<file path="config.mk">
export PLATFORM = sky130hd
export DESIGN_NAME = sync_length_frame_parser_unit_flat
export DESIGN_NICKNAME = d
export VERILOG_FILES = /design/src/rtl/core/slfp_pkg.sv /design/src/rtl/core/slfp_byte_if.sv /design/src/rtl/core/slfp_result_if.sv /design/src/rtl/core/sync_length_frame_parser_unit.sv /design/src/flat_wrapper.sv
export SDC_FILE = /design/constraint.sdc
export NUM_CORES = 1
export LEC_CHECK = 0
export ABC_AREA = 0
export CORE_MARGIN = 8
export CORE_UTILIZATION = 32
export CTS_BUF_LIST = sky130_fd_sc_hd__clkbuf_16
export CTS_CLUSTER_SIZE = 8
export DETAILED_ROUTE_END_ITERATION = 7
export DONT_BUFFER_PORTS = 1
export GPL_ROUTABILITY_DRIVEN = 0
export PLACE_DENSITY = 0.52
export SYNTH_ARGS = -nofsm -noshare
export SYNTH_HDL_FRONTEND = slang
export SYNTH_SLANG_ARGS = --single-unit
</file>
<file path="constraint.sdc">
create_clock -name clk -period 2.9 [get_ports clk]
set_clock_uncertainty 0.1 [all_clocks]
set_input_delay 0 -clock clk [delete_from_list [all_inputs] [get_ports clk]]
set_output_delay 0 -clock clk [all_outputs]
set_load 0.02 [all_outputs]
</file>
<file path="src/rtl/core/slfp_pkg.sv">
`default_nettype none
// ----------------------------------------------------------------------------
// slfp_pkg
// Shared types, constants and the length rule of the sync/length frame parser.
// ----------------------------------------------------------------------------
package slfp_pkg;

	// Default for the largest payload length accepted by the range rules.
	localparam int MAX_PAYLOAD_DEF = 2048;

	// Sync pair and header layout.
	localparam logic [7:0] SYNC_A      = 8'hBA;
	localparam logic [7:0] SYNC_B      = 8'h77;
	localparam logic [7:0] HDR_VERSION = 8'd1;
	localparam logic [3:0] HDR_LEN     = 4'd8;

	// Header byte positions that are kept until the header check.
	localparam int POS_VER     = 2;
	localparam int POS_TYPE    = 3;
	localparam int POS_LEN_HI  = 4;
	localparam int POS_LEN_LO  = 5;
	localparam int POS_SEQ_HI  = 6;

	// Result status codes.
	typedef enum logic [1:0] {
		ST_MORE  = 2'd0,
		ST_READY = 2'd1,
		ST_ERROR = 2'd2
	} status_t;

	// Frame type codes.
	typedef enum logic [7:0] {
		FT_01 = 8'd1,  FT_02 = 8'd2,  FT_03 = 8'd3,  FT_04 = 8'd4,
		FT_05 = 8'd5,  FT_06 = 8'd6,  FT_07 = 8'd7,  FT_08 = 8'd8,
		FT_09 = 8'd9,  FT_10 = 8'd10, FT_11 = 8'd11, FT_12 = 8'd12,
		FT_13 = 8'd13, FT_14 = 8'd14, FT_15 = 8'd15, FT_16 = 8'd16
	} frame_type_t;

	// Fixed payload lengths and range minimums of the type rules.
	localparam logic [15:0] LEN_T01     = 16'd22;
	localparam logic [15:0] LEN_T02     = 16'd7;
	localparam logic [15:0] LEN_T03_MIN = 16'd20;
	localparam logic [15:0] LEN_T04     = 16'd8;
	localparam logic [15:0] LEN_T09     = 16'd5;
	localparam logic [15:0] LEN_T10     = 16'd6;
	localparam logic [15:0] LEN_T11     = 16'd10;
	localparam logic [15:0] LEN_T12_MIN = 16'd5;
	localparam logic [15:0] LEN_T15     = 16'd6;
	localparam logic [15:0] LEN_T16     = 16'd2;
	localparam logic [15:0] LEN_EMPTY   = 16'd0;

	// Length rule for each frame type; unknown types always fail.
	function automatic logic length_ok(input logic [7:0] ftype, input logic [15:0] len,
			input logic [15:0] max_len);
		logic ok;
		begin
			case (ftype)
				FT_01: ok = (len == LEN_T01);
				FT_02: ok = (len == LEN_T02);
				FT_03: ok = (len >= LEN_T03_MIN) && (len <= max_len);
				FT_04, FT_05, FT_06: ok = (len == LEN_T04);
				FT_07, FT_08, FT_13, FT_14: ok = (len == LEN_EMPTY);
				FT_09: ok = (len == LEN_T09);
				FT_10: ok = (len == LEN_T10);
				FT_11: ok = (len == LEN_T11);
				FT_12: ok = (len >= LEN_T12_MIN) && (len <= max_len);
				FT_15: ok = (len == LEN_T15);
				FT_16: ok = (len == LEN_T16);
				default: ok = 1'b0;
			endcase
			return ok;
		end
	endfunction

endpackage
`default_nettype wire

</file>
<file path="src/rtl/core/slfp_byte_if.sv">
`default_nettype none
// ----------------------------------------------------------------------------
// slfp_byte_if
// Input channel of the frame parser: one link byte or a parser reset per item.
// ----------------------------------------------------------------------------
interface slfp_byte_if;
	logic       valid;
	logic       ready;
	logic       action;
	logic [7:0] data_byte;

	modport source (output valid, output action, output data_byte, input ready);
	modport sink   (input valid, input action, input data_byte, output ready);
endinterface
`default_nettype wire

</file>
<file path="src/rtl/core/slfp_result_if.sv">
`default_nettype none
// ----------------------------------------------------------------------------
// slfp_result_if
// Output channel of the frame parser: status, payload byte and held header.
// ----------------------------------------------------------------------------
interface slfp_result_if;
	logic        valid;
	logic        ready;
	logic [1:0]  status;
	logic        payload_valid;
	logic [7:0]  payload_byte;
	logic [10:0] payload_index;
	logic [7:0]  frame_type;
	logic [11:0] frame_length;
	logic [15:0] frame_sequence;

	modport source (output valid, output status, output payload_valid, output payload_byte,
		output payload_index, output frame_type, output frame_length,
		output frame_sequence, input ready);
	modport sink (input valid, input status, input payload_valid, input payload_byte,
		input payload_index, input frame_type, input frame_length,
		input frame_sequence, output ready);
endinterface
`default_nettype wire

</file>
<file path="src/rtl/core/sync_length_frame_parser_unit.sv">
`default_nettype none
// An accepted item passes through the input stage and then the result register.
// Throughput: one item per cycle while results are taken; the header counter and payload
// counter are updated in the single pass between the input stage and the result register.
// The input stage advances whenever the result register is empty or being taken.
// Reset clears the counters, the held header fields and the input and result valid flags;
// the header byte store is not reset and is only read after it has been written.
// ----------------------------------------------------------------------------
// sync_length_frame_parser_unit
// Byte-serial parser for frames with a sync pair, an eight-byte header and a
// length-prefixed payload that is streamed out with its index.
// ----------------------------------------------------------------------------
module sync_length_frame_parser_unit #(
	parameter int MAX_PAYLOAD = slfp_pkg::MAX_PAYLOAD_DEF
) (
	input  wire           clk,
	input  wire           arst_n,
	slfp_byte_if.sink     link,
	slfp_result_if.source parsed
);
	import slfp_pkg::*;

	localparam int LEN_W = $clog2(MAX_PAYLOAD + 1);

	// Input stage.
	logic       valid_s1;
	logic       action_s1;
	logic [7:0] byte_s1;

	// Parser state.
	logic [3:0]       hdr_cnt_q;
	logic [LEN_W-1:0] pay_cnt_q;
	logic [7:0]       held_type_q;
	logic [LEN_W-1:0] held_len_q;
	logic [15:0]      held_seq_q;
	logic [7:0]       hdr_q [POS_VER:POS_SEQ_HI];

	// Result register.
	logic        out_valid_q;
	status_t     status_q;
	logic        pvalid_q;
	logic [7:0]  pbyte_q;
	logic [10:0] pidx_q;

	// Next-state values of the single pass.
	logic             advance;
	logic [3:0]       hdr_cnt_d;
	logic [LEN_W-1:0] pay_cnt_d;
	status_t          status_d;
	logic             pvalid_d;
	logic             store_en;
	logic             hold_en;
	logic [15:0]      hdr_len;
	logic [15:0]      hdr_seq;
	logic [LEN_W-1:0] pay_cnt_inc;
	logic [31:0]      pay_cnt_ext;
	logic [31:0]      held_len_ext;

	// Handshake: the input stage moves on when the result register can take a new item.
	assign advance    = valid_s1 && (!out_valid_q || parsed.ready);
	assign link.ready = !valid_s1 || advance;

	always_ff @(posedge clk or negedge arst_n) begin
		if (!arst_n) begin
			valid_s1 <= 1'b0;
		end else if (link.ready) begin
			valid_s1 <= link.valid;
		end
	end

	always_ff @(posedge clk) begin
		if (link.ready && link.valid) begin
			action_s1 <= link.action;
			byte_s1   <= link.data_byte;
		end
	end

	// Header fields seen at the eighth byte; the last sequence byte is the current one.
	assign hdr_len     = {hdr_q[POS_LEN_HI], hdr_q[POS_LEN_LO]};
	assign hdr_seq     = {hdr_q[POS_SEQ_HI], byte_s1};
	assign pay_cnt_inc = pay_cnt_q + LEN_W'(1);

	// Single pass of the parser over one item.
	always_comb begin
		hdr_cnt_d = hdr_cnt_q;
		pay_cnt_d = pay_cnt_q;
		status_d  = ST_MORE;
		pvalid_d  = 1'b0;
		store_en  = 1'b0;
		hold_en   = 1'b0;
		if (action_s1) begin
			hdr_cnt_d = '0;
			pay_cnt_d = '0;
		end else if (hdr_cnt_q < HDR_LEN) begin
			if (hdr_cnt_q == 4'd0) begin
				if (byte_s1 == SYNC_A) begin
					hdr_cnt_d = 4'd1;
				end
			end else if (hdr_cnt_q == 4'd1 && byte_s1 != SYNC_B) begin
				// A repeated first sync byte keeps one byte matched.
				hdr_cnt_d = (byte_s1 == SYNC_A) ? 4'd1 : 4'd0;
			end else if (hdr_cnt_q == HDR_LEN - 4'd1) begin
				// Last header byte: check version and the type's length rule.
				if (hdr_q[POS_VER] != HDR_VERSION ||
						!length_ok(hdr_q[POS_TYPE], hdr_len, 16'(MAX_PAYLOAD))) begin
					hdr_cnt_d = '0;
					pay_cnt_d = '0;
					status_d  = ST_ERROR;
				end else begin
					hold_en = 1'b1;
					if (hdr_len == LEN_EMPTY) begin
						hdr_cnt_d = '0;
						status_d  = ST_READY;
					end else begin
						hdr_cnt_d = HDR_LEN;
					end
				end
			end else begin
				store_en  = 1'b1;
				hdr_cnt_d = hdr_cnt_q + 4'd1;
			end
		end else begin
			// Payload byte: pass it through and close the frame on the last one.
			pvalid_d = 1'b1;
			if (pay_cnt_inc == held_len_q) begin
				hdr_cnt_d = '0;
				pay_cnt_d = '0;
				status_d  = ST_READY;
			end else begin
				pay_cnt_d = pay_cnt_inc;
			end
		end
	end

	// Counters and held header fields.
	always_ff @(posedge clk or negedge arst_n) begin
		if (!arst_n) begin
			hdr_cnt_q   <= '0;
			pay_cnt_q   <= '0;
			held_type_q <= '0;
			held_len_q  <= '0;
			held_seq_q  <= '0;
		end else if (advance) begin
			hdr_cnt_q <= hdr_cnt_d;
			pay_cnt_q <= pay_cnt_d;
			if (hold_en) begin
				held_type_q <= hdr_q[POS_TYPE];
				held_len_q  <= LEN_W'(hdr_len);
				held_seq_q  <= hdr_seq;
			end
		end
	end

	// Header byte store; only the bytes read by the header check are kept.
	always_ff @(posedge clk) begin
		if (advance && store_en && hdr_cnt_q >= 4'(POS_VER) && hdr_cnt_q <= 4'(POS_SEQ_HI)) begin
			hdr_q[hdr_cnt_q[2:0]] <= byte_s1;
		end
	end

	// Result register.
	assign pay_cnt_ext = 32'(pay_cnt_q);

	always_ff @(posedge clk or negedge arst_n) begin
		if (!arst_n) begin
			out_valid_q <= 1'b0;
		end else if (advance) begin
			out_valid_q <= 1'b1;
		end else if (parsed.ready) begin
			out_valid_q <= 1'b0;
		end
	end

	always_ff @(posedge clk) begin
		if (advance) begin
			status_q <= status_d;
			pvalid_q <= pvalid_d;
			pbyte_q  <= pvalid_d ? byte_s1 : 8'd0;
			pidx_q   <= pvalid_d ? pay_cnt_ext[10:0] : 11'd0;
		end
	end

	// The held fields change only together with a result register load.
	assign held_len_ext = 32'(held_len_q);

	assign parsed.valid          = out_valid_q;
	assign parsed.status         = status_q;
	assign parsed.payload_valid  = pvalid_q;
	assign parsed.payload_byte   = pbyte_q;
	assign parsed.payload_index  = pidx_q;
	assign parsed.frame_type     = held_type_q;
	assign parsed.frame_length   = held_len_ext[11:0];
	assign parsed.frame_sequence = held_seq_q;

	// The header counter never runs past the payload phase.
	a_hdr_cnt_range: assert property (@(posedge clk) disable iff (!arst_n)
		hdr_cnt_q <= HDR_LEN)
		else $error("header counter out of range");

	// Outside the payload phase the payload counter stays cleared.
	a_pay_cnt_idle: assert property (@(posedge clk) disable iff (!arst_n)
		hdr_cnt_q != HDR_LEN |-> pay_cnt_q == '0)
		else $error("payload counter not cleared outside a frame");

	// In the payload phase the count stays below the held length.
	a_pay_cnt_bound: assert property (@(posedge clk) disable iff (!arst_n)
		hdr_cnt_q == HDR_LEN |-> pay_cnt_q < held_len_q)
		else $error("payload counter reached the held length");

	// A payload byte never comes with a protocol error.
	a_payload_no_error: assert property (@(posedge clk) disable iff (!arst_n)
		out_valid_q && pvalid_q |-> status_q != ST_ERROR)
		else $error("payload byte flagged with protocol error");

	// A stalled result keeps its held header fields.
	a_held_stable: assert property (@(posedge clk) disable iff (!arst_n)
		out_valid_q && !parsed.ready |=> $stable(held_seq_q) && $stable(held_type_q))
		else $error("held header changed under a stalled item");

endmodule
`default_nettype wire

</file>
<file path="src/flat_wrapper.sv">
// flat-port wrapper written by rule: the top's interface ports become plain ports
module sync_length_frame_parser_unit_flat import slfp_pkg::*;
#(
	parameter int MAX_PAYLOAD = slfp_pkg::MAX_PAYLOAD_DEF
)
  (clk, arst_n, link_valid, link_action, link_data_byte, link_ready, parsed_valid, parsed_status, parsed_payload_valid, parsed_payload_byte, parsed_payload_index, parsed_frame_type, parsed_frame_length, parsed_frame_sequence, parsed_ready);
  slfp_byte_if link_i ();
  slfp_result_if parsed_i ();
  input  wire clk;
  input  wire arst_n;
  input wire logic [$bits(link_i.valid)-1:0] link_valid;
  input wire logic [$bits(link_i.action)-1:0] link_action;
  input wire logic [$bits(link_i.data_byte)-1:0] link_data_byte;
  output wire logic [$bits(link_i.ready)-1:0] link_ready;
  output wire logic [$bits(parsed_i.valid)-1:0] parsed_valid;
  output wire logic [$bits(parsed_i.status)-1:0] parsed_status;
  output wire logic [$bits(parsed_i.payload_valid)-1:0] parsed_payload_valid;
  output wire logic [$bits(parsed_i.payload_byte)-1:0] parsed_payload_byte;
  output wire logic [$bits(parsed_i.payload_index)-1:0] parsed_payload_index;
  output wire logic [$bits(parsed_i.frame_type)-1:0] parsed_frame_type;
  output wire logic [$bits(parsed_i.frame_length)-1:0] parsed_frame_length;
  output wire logic [$bits(parsed_i.frame_sequence)-1:0] parsed_frame_sequence;
  input wire logic [$bits(parsed_i.ready)-1:0] parsed_ready;
  assign link_i.valid = link_valid;
  assign link_i.action = link_action;
  assign link_i.data_byte = link_data_byte;
  assign link_ready = link_i.ready;
  assign parsed_valid = parsed_i.valid;
  assign parsed_status = parsed_i.status;
  assign parsed_payload_valid = parsed_i.payload_valid;
  assign parsed_payload_byte = parsed_i.payload_byte;
  assign parsed_payload_index = parsed_i.payload_index;
  assign parsed_frame_type = parsed_i.frame_type;
  assign parsed_frame_length = parsed_i.frame_length;
  assign parsed_frame_sequence = parsed_i.frame_sequence;
  assign parsed_i.ready = parsed_ready;
  sync_length_frame_parser_unit #(.MAX_PAYLOAD(MAX_PAYLOAD)) u_core (.clk(clk), .arst_n(arst_n), .link(link_i), .parsed(parsed_i));
endmodule
</file>
### Word-level counts from Yosys, hierarchy flattened

Memories as Yosys holds them, arrays and structs flattened. A register that Yosys moved wholly into a read port is not among the register bits.
Cells that the tools add are included.

| storage, ports and cells | value |
|---|---|
| flip-flop bits (word level) | 85 |
| memory bits (writable) | 40 |
| bits of input ports | 13 |
| output and inout port bits | 60 |
| logic and storage cells | 128 |
| memories | 1 |

Memories:

| name | depth | width | rd ports | clocked after memory_dff | write ports | line | source |
|---|---|---|---|---|---|---|---|
| u_core.hdr_q | 5 | 8 | 5 | 1 | 1 | sync_length_frame_parser_unit.sv:36 | `logic [7:0] hdr_q [POS_VER:POS_SEQ_HI];` |

| operators by class | value |
|---|---|
| add/subtract/negate cells | 2 |
| magnitude comparators | 6 |
| eq/ne operators | 34 |
| muxes and demuxes | 47 |
| reduce and logical (&&, ||, !) cells | 25 |

Operator list:

| kind | count |
|---|---|
| 12-bit two-way mux | 7 |
| 8-bit by 4-bit == test with 1-bit output, second input constant | 8 |
| 16-bit by 3-bit == test with 1-bit output, second input constant | 3 |
| 4-bit two-way mux | 9 |
| 16-bit by 4-bit == test with 1-bit output, second input constant | 2 |
| 8-bit by 3-bit == test with 1-bit output, second input constant | 4 |
| 1-bit two-way mux | 25 |
| 16-bit by 2-bit == test with 1-bit output, second input constant | 1 |
| 16-bit by 5-bit == test with 1-bit output, second input constant | 1 |
| 8-bit by 2-bit == test with 1-bit output, second input constant | 2 |
| 16-bit by 3-bit greater-or-equal comparator with 1-bit output, second input constant | 1 |
| 16-bit by 5-bit greater-or-equal comparator with 1-bit output, second input constant | 1 |
| 16-bit by 12-bit less-or-equal comparator with 1-bit output, second input constant | 1 |
| 16-bit zero test | 1 |
| 12-bit by 1-bit adder with 12-bit output, second input constant | 1 |
| 12-bit == test | 1 |
| 3-bit by 2-bit inequality test with 1-bit output, second input constant | 4 |
| 2-bit two-way mux | 5 |
| 1-bit one-hot mux with 10 select lines | 1 |
| 8-bit by 1-bit == test with 1-bit output, second input constant | 1 |
| 8-bit by 5-bit == test with 1-bit output, second input constant | 1 |
| 8-bit == test, second input constant | 1 |
| 1-bit logical AND | 8 |
| 8-bit by 1-bit inequality test with 1-bit output, second input constant | 1 |
| other kinds (19) | 24 |

### Logic depth before layout (Yosys ltp)

Gate-level depths: netlist (run 1).
An unclocked memory read counts as a cell.

| depth | value |
|---|---|
| word-level depth | 18 |
| depth in mapped cells | 10 |
| mapped depth without buffers | 8 |

### Least setup slack after synthesis (run 1)

OpenSTA, ideal clock, no wires.

| timing | value |
|---|---|
| path kind | register to register |
| start | memory u_core.hdr_q[3][5] |
| end | register u_core.held_len_q[10], in the netlist u_core.parsed.frame_length[10] |
| arrival time | 2.886 ns |
| setup slack | -0.211 ns |
| cell stages (with the launch flop) | 9 |
| path buffers | 1 |
| cell sequence | edfxtp_1 -> or4_1 -> or4_4 -> xnor2_2 -> nor3_1 -> a41oi_4 -> nor3_4 -> buf_6 -> mux2_4 |

RTL lines:

| what | line | source |
|---|---|---|
| start: declaration | sync_length_frame_parser_unit.sv:36 |  |
| end signal: assignment | sync_length_frame_parser_unit.sv:148 | `held_len_q <= LEN_W'(hdr_len);` |
| end: declaration | sync_length_frame_parser_unit.sv:34 | `logic [LEN_W-1:0] held_len_q;` |

==> out/results.tsv, run 1 <==
metric	value	unit
status	finished with violations	
violations	negative setup slack	
yosysWarnings	0	
clkPwrFrac	0.456	
first_global_vias	3791	
cts.clk_slew.worst_paths	0.06	ns
start_util	0.324	
min_period	2.94	ns
fin_ws	-0.0403	ns
startpoint_type	register	
hold_start	link_data_byte[7]	
cts_made_buffers	17	
combPwrFrac	0.112	
synth.avg_cell_area	13.2	um2
synth_common_cells	71 x edfxtp_1, 54 x dfrtp_1, 29 x nor2_1	
yosys_register_bits	125	
ys_seq_area_frac	0.600	
core	17900	um2
critPathArrivalTime	3.14	ns
min_period_over_period	1.01	
slew_violations	0	
synthMostInstantiatedCell	edfxtp_1	
end_kind	register	
syn_nets	458	
cp.required	3.10	ns
viasPerCell	5.03	
drive_above_1_share	0.261	
clk_latency	0.42	ns
rsz0062_at_grt	true	
wl	13.7	mm
p_seq_frac	0.432	
first_iter_violations	272	
ys_types	67	
rows	49	
synth_edf_count	71	
pre_cts_ws	-0.0445	ns
yosys.area.top_type	edfxtp_1	
worstPathMaxFanout	8	
p_leak	2.94	nW
path_class	reg -> reg	
synth_top_area_share	0.367	
holdWs	0.0985	ns
switchingPower	1.20	mW
p_per_area	662	nW/um2
synthCells	441	
antenna_cells	0	
startpoint	u_core.hdr_q[3][6]	
power.internal	3.61	mW
relSlewSlack	0.559	
swShare	0.250	
gr-total-overflow	0	
ir_drop	0.000429	V
drc	0	
grt_pass1_wl	21.8	mm
first_pass_iters	4	
fmax	340	MHz
grt_max_degree	43	
die_y	151	um
r2r_start	u_core.hdr_q[3][6]	
synthTopCellsByArea	edfxtp_1 37%, dfrtp_1 23%, mux2_4 7.0%	
wire_per_inst	18.5	um
cts_tree	built	
place_hpwl	9.46	mm
htree_levels	4	
io_buffers	0	
io_pins	73	
syn_area	5810	um2
grt_usage	0.128	
drtAntennaViolNets	0	
worst_pin_slew	0.659	ns
clock_sinks	125	
finalHoldViolations	0	
nets	518	
clock_path_buffers	2	
design.die.area	22700	um2
synthFlopType	edfxtp_1	
async_flop_share	0.432	
cap_violations	0	
area_delta_synth_final	25.0	%
cts-root-buf	clkbuf_16	
die_x	151	um
setup_viol	32	
hold_class	in -> reg	
r2r_slack	-0.04	ns
vias	3736	
antenna_found_initial	0	
final timing paths:
path                       cells after the start                          endpoint
max                                            9     u_core.parsed.frame_length[0]
min                                            1                 u_core.byte_s1[7]
max reg2reg                                    9     u_core.parsed.frame_length[0]
min reg2reg                                    1  u_core.parsed.frame_sequence[14]
max in group asynchronous                      4  u_core.parsed.frame_sequence[15]
min in group asynchronous                      3               u_core.hdr_cnt_q[0]
registers in the layout, indices dropped and copies added, names as in the netlist, 2 cells and up:
name / cells
u_core.parsed.frame_length: 12
u_core.pay_cnt_q: 12
u_core.parsed.frame_sequence: 16
u_core.parsed.payload_index: 11
u_core.parsed.frame_type: 8
u_core.parsed.status: 2
u_core.parsed.payload_byte: 8
u_core.hdr_q: 40
u_core.byte_s1: 8
u_core.hdr_cnt_q: 4
cells in the final DEF, fill, tap and decap left out, drive strengths merged, types with 3 or more instances in the layout:
master,instances
a21o,7
a21oi,8
a22o,8
and2,25
and3,6
and4,4
buf,51
bufinv,3
clkbuf,19
clkinv,6
dfrtp,54
dlygate4sd3,15
edfxtp,71
ha,4
inv,13
mux2,34
mux2i,3
nand2,18
nand2b,7
nand3,10
nand4,7
nor2,29
nor2b,9
nor3,11
nor4,8
nor4b,3
o21ai,9
o22ai,3
o31ai,4
or3,3
xnor2,13
xor2,7
cell families (layout without fill, tap and decap cells):
family	count (synthesis)	after routing	synth area share
simple gates	155	155	0.153
fa+ha+maj	4	4	0.00862
xor+xnor	20	20	0.0315
flops	125	125	0.600
mux	37	37	0.0886
buf+inv	35	108	0.0287
compound gates	65	65	0.0896
stage by stage:
step	total power, mW	instances	util	setup TNS (ns)	instance area [um2]
2_1_floorplan	2.39	441	-	-1.16	5810
3_3_place_gp	2.58	690	0.355	-0.264	6350
3_5_place_dp	2.60	690	0.355	-0.551	6350
4_1_cts	4.84	741	0.401	-0.250	7170
5_1_grt	5.00	743	0.405	-5.03	7260
6_report	4.80	743	0.405	-0.696	7260
power groups by stage:
| stage | clock, mW | combinational (mW) | sequential [mW] |
|---|---|---|---|
| global placement | 0 | 0.476 | 2.11 |
| global route | 2.31 | 0.608 | 2.08 |
| CTS | 2.24 | 0.529 | 2.07 |
| detailed placement | 0 | 0.489 | 2.11 |
| floorplan | 0 | 0.293 | 2.10 |
| finish | 2.19 | 0.539 | 2.07 |
area by class of cell:
class,count,area (um2)
clock inverter,14,168
multi-input combinational,281,2210
tap,229,287
timing repair buffer,67,627
clock buffer,18,450
fill,1687,10600
inverter,9,33.8
sequential,125,3480
worst max-delay path: stages, from the launching register on:
cell      delay [ns]
edfxtp_1        0.38
or4_4           0.55
or4_4           0.44
xnor2_2         0.15
nor3_2          0.25
a41oi_4         0.16
nor3_4          0.17
buf_6           0.16
buf_12          0.14
mux2_2          0.32
timing repair:
item	CTS	global route
resized for setup	1	13
setup buffers	3	1
endpoints found under the setup margin	33	45
hold buffers	16	0
cloned	0	1
hold endpoints to repair	74	0
pin swaps	1	4
metal layers:
layer  up-vias  GRT usage  wire length [um]
li1       1763          -                 -
met1      1854      0.155              6080
met2        94      0.201              6490
met3        25     0.0457               901
met4         0     0.0584               272
met5         -          0                 0
Power figures use the tool's default switching activity.
==> run 2: changes to the inputs <==
--- a/config.mk
+++ b/config.mk
@@ -8,12 +8,12 @@
 export ABC_AREA = 0
 export CORE_MARGIN = 8
 export CORE_UTILIZATION = 32
-export CTS_BUF_LIST = sky130_fd_sc_hd__clkbuf_16
 export CTS_CLUSTER_SIZE = 8
 export DETAILED_ROUTE_END_ITERATION = 7
 export DONT_BUFFER_PORTS = 1
 export GPL_ROUTABILITY_DRIVEN = 0
 export PLACE_DENSITY = 0.52
+export SETUP_SLACK_MARGIN = 0.1
 export SYNTH_ARGS = -nofsm -noshare
 export SYNTH_HDL_FRONTEND = slang
 export SYNTH_SLANG_ARGS = --single-unit
==> run 2 against run 1 <==
Compared with the run above: the run still ends with negative setup slack left; combinational power barely moved; total power increased by 0.23%; die area stayed put; sequential cell count unchanged; via count is 0.62% lower; non-clock buffer count is the same; first-iteration DRC count down 2.2%; sequential power hardly changed; cell area grew 0.10%; sequential share of layout area barely moved; setup slack gained 0.035 ns; critical endpoint unchanged; largest power group unchanged.
==> out/results.tsv, run 2 (synthesis results as in run 1) <==
metric	value	unit	change
holdWs	0.0966	ns	-0.00189 ns
largest_reg_flops	40		unchanged
clkPwrFrac	0.457		about the same
path_delay_family	simple AND/OR/NAND/NOR gates		
place_hpwl	9.46	mm	unchanged
min_period_over_period	1.00		-0.0121
drive_above_1_share	0.263		+0.00195
pre_cts_ws	-0.0445	ns	unchanged
grt_usage	0.128		-0.000128
drc	0		unchanged
final_common_cell	edfxtp_1		
cts_tree	built		
nets	518		unchanged
ir_drop	0.000429	V	about the same
viasPerCell	5.00		-0.62%
dpl.cell_count	690		unchanged
min_period	2.91	ns	-0.0350 ns
fin_ws	-0.00522	ns	+0.0350 ns
wire_per_inst	18.5	um	about the same
hold_start	link_data_byte[7]		
power.internal	3.61	mW	+0.18%
grt_pass1_wl	21.8	mm	-0.13%
final_util	0.406		+0.000419
cp_slowest_cell	or4_4		
clock_path_buffers	2		unchanged
worst_pin_slew	0.659	ns	-0.0000531 ns
critPathArrivalTime	3.11	ns	-0.03 ns
cap_violations	0		unchanged
antenna_found_initial	0		unchanged
finalSetupTns	-0.00675	ns	+0.689 ns
drtAntennaViolNets	0		unchanged
combPwrFrac	0.112		about the same
grt_max_degree	43		unchanged
clk_latency	0.42	ns	about the same
place_area	6350	um2	unchanged
cts_made_buffers	17		unchanged
min_to	u_core.byte_s1[7]		
htree_levels	4		unchanged
r2r_slack	-0.005	ns	+0.04 ns
design_area	7260	um2	+0.10%
first_global_vias	3787		-0.11%
io_buffers	0		unchanged
rsz0062_at_grt	true		
clock_sinks	125		unchanged
gr-total-overflow	0		unchanged
relSlewSlack	0.559		about the same
rr_worst_depth	9		unchanged
cts-root-buf	clkbuf_16		
wl	13.7	mm	about the same
path_class	reg -> reg		
rows	49		unchanged
regToRegEndpoint	u_core.parsed.frame_length[0]		
crit_path_frequent_cell	or4_4		
first_iter_violations	266		-2.2%
first_pass_iters	4		unchanged
core	17900	um2	unchanged
holdPathStages	1		unchanged
p_seq_frac	0.431		about the same
slowest_delay	0.55	ns	about the same
r2r_start	u_core.hdr_q[3][6]		
status	finished with violations		
finalHoldViolations	0		unchanged
violations	negative setup slack		
slew_violations	0		unchanged
startpoint_type	register		
area_delta_synth_final	25.1	%	
finalPower	4.82	mW	+0.23%
startpoint	u_core.hdr_q[3][6]		
cts.clk_slew.worst_paths	0.06	ns	about the same
hold_class	in -> reg		
p_leak	2.94	nW	-0.29%
cp.required	3.10	ns	about the same
die_x	151	um	unchanged
p_per_area	663	nW/um2	+0.13%
crit_chain	or4_4 -> or4_4 -> xnor2_2 -> nor3_2 -> a41oi_4 -> nor3_4 -> buf_6 -> buf_12 -> mux2_2		
antenna_cells	0		unchanged
vias	3713		-0.62%
swShare	0.250		+0.000352
fmax	344	MHz	+1.2%
io_pins	73		unchanged
end_kind	register		
start_util	0.324		unchanged
final_cell_mix	71 x edfxtp_1, 54 x dfrtp_1, 43 x buf_4		
final_cells	743		unchanged
setup_viol	3		-91%
worst-path-buf-inv	2		unchanged
worstPathMaxFanout	8		unchanged
die_y	151	um	unchanged
switchingPower	1.20	mW	+0.37%
design.die.area	22700	um2	unchanged
## run 2: changes by cell type in the layout (fill, tap and decap cells not counted), sizes merged
| cell | change |
|---|---|
| clkbuf | +2 |
| inv | -2 |
## run 2: layer usage
| layer | part of all wire | vias up | track usage |
|---|---|---|---|
| met4 | 0.019 | 0 | 0.0584 |
| li1 | - | 1762 | - |
| met5 | 0 | - | 0 |
| met3 | 0.069 | 23 | 0.0457 |
| met2 | 0.47 | 97 | 0.201 |
| met1 | 0.44 | 1831 | 0.155 |
## run 2: repair_timing
action	CTS	global route
hold buffers	16	0
resized for setup	5	11
endpoints found under the hold margin	74	0
cloned	0	1
endpoints found under the setup margin	38	49
buffers inserted	3	1
pin swaps	1	3
## run 2: worst max path at each step
stage	end	slack, ns	cells after the start
final	u_core.parsed.frame_length[0]	-0.005	9
after global routing	u_core.parsed.frame_sequence[11]	-0.12	9
after CTS	u_core.parsed.frame_type[4]	-0.03	9
after detailed placement	u_core.parsed.frame_length[4]	-0.04	8
after global placement	u_core.parsed.frame_type[4]	-0.03	8
after floorplan	u_core.parsed.frame_length[10]	-0.05	8
## run 2: power groups by stage
stage | combinational, mW | clock [mW] | sequential [mW]
4_1_cts | 0.534 | 2.25 | 2.07
3_5_place_dp | 0.489 | 0 | 2.11
6_report | 0.541 | 2.20 | 2.07
2_1_floorplan | 0.293 | 0 | 2.10
5_1_grt | 0.611 | 2.32 | 2.08
3_3_place_gp | 0.476 | 0 | 2.11
## run 2: cell type report
type                    count  area, um2
clock buffers              20        458
multi-input cells         281       2210
flip-flops and latches    125       3480
well taps                 229        287
repair buffers             67        631
clock inverters            12        160
fillers                  1680      10600
inverters                   9       33.8
==> run 3: changes to the inputs <==
==> constraint.sdc (replaced) <==
create_clock -name clk -period 2.9 [get_ports clk]
set_clock_uncertainty 0.1 [all_clocks]
set_input_delay 0.435 -clock clk [delete_from_list [all_inputs] [get_ports clk]]
set_output_delay 0.435 -clock clk [all_outputs]
set_load 0.02 [all_outputs]
==> run 3 against run 2 <==
Compared with the run above: the flow still finishes with violations (negative setup slack); final cell count decreased by 0.67%; first-iteration DRC count increased by 45%; total power decreased by 0.48%; combinational power increased by 3%; clock power decreased by 2%; global-route usage decreased by 0.32 points; critical path depth unchanged; via count decreased by 0.38%; die area unchanged; setup slack got worse by 0.012 ns; wire length decreased by 0.55%; highest routed layer unchanged.
==> out/results.tsv, run 3 (synthesis results as in run 1) <==
metric	value	unit	change
vias	3699		-0.38%
start_util	0.324		unchanged
drtAntennaViolNets	0		unchanged
grt_usage	0.125		-0.00324
end_kind	register		
antenna_found_initial	0		unchanged
fin_ws	-0.0170	ns	-0.0118 ns
io_buffers	0		unchanged
cts_made_buffers	17		unchanged
first_global_vias	3728		-1.6%
design.die.area	22700	um2	unchanged
final_cells	738		-0.67%
rsz0062_at_grt	true		
cts.clk_slew.worst_paths	0.06	ns	about the same
first_iter_violations	387		+45%
relSlewSlack	0.588		+0.0283
p_per_area	662	nW/um2	-0.13%
clock_path_buffers	2		unchanged
place_hpwl	9.42	mm	-0.42%
first_pass_iters	4		unchanged
status	finished with violations		
grt_max_degree	55		+28%
p_leak	2.92	nW	-0.40%
cts_tree	built		
io_pins	73		unchanged
holdWs	0.0426	ns	-0.0540 ns
wl	13.7	mm	-0.55%
area_delta_synth_final	24.7	%	
min_period_over_period	1.01		+0.00408
gr-max-usage-layer	met2		
fmax	343	MHz	-0.41%
min_period	2.92	ns	+0.0118 ns
drive_above_1_share	0.273		+0.0104
die_x	151	um	unchanged
path_class	reg -> reg		
crit_path_frequent_cell	or4_4		
cap_violations	0		unchanged
final_cell_mix	71 x edfxtp_1, 54 x dfrtp_1, 43 x buf_4		
antenna_cells	0		unchanged
finalHoldViolations	0		unchanged
grt_pass1_wl	21.2	mm	-2.7%
grtUsageMet1	0.149		-0.00554
setup_viol	19		+16
final_common_cell	edfxtp_1		
hold_class	in -> reg		
ir_drop	0.000470	V	+9.5%
nets	513		-0.97%
fillers	1697		+1.0%
critPathArrivalTime	3.12	ns	about the same
violations	negative setup slack		
cp_slowest_cell	or4_4		
slew_violations	0		unchanged
startpoint_type	register		
largest_reg_flops	40		unchanged
drc	0		unchanged
worstPathMaxFanout	13		+5
core	17900	um2	unchanged
viasPerCell	5.01		+0.30%
dpl.cell_count	690		unchanged
slowest_delay	0.54	ns	about the same
clock_sinks	125		unchanged
worst_pin_slew	0.614	ns	-0.0450 ns
cts-root-buf	clkbuf_16		
gr-total-overflow	0		unchanged
wire_per_inst	18.5	um	+0.13%
die_y	151	um	unchanged
cp.required	3.10	ns	about the same
clk_latency	0.42	ns	about the same
rows	49		unchanged
final_util	0.404		-0.00140
crit_chain	or4_4 -> or4_4 -> xnor2_2 -> nor3_2 -> a41oi_4 -> nor3_4 -> buf_4 -> buf_12 -> mux2_4		
met2_usage	0.194		-0.00673
use_met3	0.0553		+0.00962
htree_levels	4		unchanged
==> run 3: layout make-up <==
type	instances	area (um2)	share of cell area
Sequential cell	125	3480	0.481
Tap cell	229	287	0.0396
Timing Repair Buffer	62	598	0.0826
Multi-Input combinational cell	281	2230	0.307
Inverter	9	33.8	0.00467
Clock inverter	11	130	0.0180
Clock buffer	21	482	0.0665
==> run 3: worst max-delay path, delay by kind of cell, from the launching register on <==
kind / cells / cell delay [ns]
AO/OA/AOI/OAI: 1 / 0.15
XOR/XNOR: 1 / 0.15
buffers and inverters: 2 / 0.31
flip-flops: 1 / 0.38
multiplexers: 1 / 0.31
AND/OR/NAND/NOR: 4 / 1.39
==> run 3: final timing paths <==
path / from / end / slack [ns] / depth (start not counted)
min reg2reg: u_core.hdr_q[6][0] / u_core.parsed.frame_sequence[8] / 0.37 / 1
min: link_valid / u_core.valid_s1 / 0.04 / 1
min in group asynchronous: arst_n / u_core.parsed.frame_sequence[1] / 0.42 / 2
max: u_core.hdr_q[3][6] / u_core.parsed.frame_sequence[3] / -0.02 / 9
max reg2reg: u_core.hdr_q[3][6] / u_core.parsed.frame_sequence[3] / -0.02 / 9
max in group asynchronous: arst_n / u_core.hdr_cnt_q[2] / 1.99 / 2
==> run 3: repair_timing <==
action                                 in CTS  in global routing
resized for setup                           7                 11
endpoints found under the hold margin      63                  0
setup endpoints to repair                  39                 49
cloned                                      0                  2
pin swaps                                   1                  3
setup buffers                               3                  0
hold buffers                               11                  0
==> run 3: per-layer routing <==
metal | vias up | part of all wire
li1 | 1750 | -
met1 | 1835 | 0.44
met2 | 98 | 0.47
met3 | 16 | 0.076
met4 | 0 | 0.014
met5 | - | 0
==> run 3: where the power goes <==
part           total (mW)  switching, mW  internal (mW)  leakage [nW]
clock network        2.16          0.793           1.37         0.300
registers            2.07          0.101           1.97          1.41
logic               0.558          0.316          0.242          1.21
==> run 3: metrics by stage <==
stage | cell area, um2 | setup slack [ns] | TNS, ns | power (mW)
after floorplan | 5810 | -0.0472 | -1.16 | 2.39
after global placement | 6350 | -0.0309 | -0.270 | 2.58
after detailed placement | 6350 | -0.0795 | -1.52 | 2.60
after CTS | 7140 | -0.0656 | -1.19 | 4.80
after global routing | 7240 | -0.136 | -3.69 | 4.99
final | 7240 | -0.0170 | -0.145 | 4.79
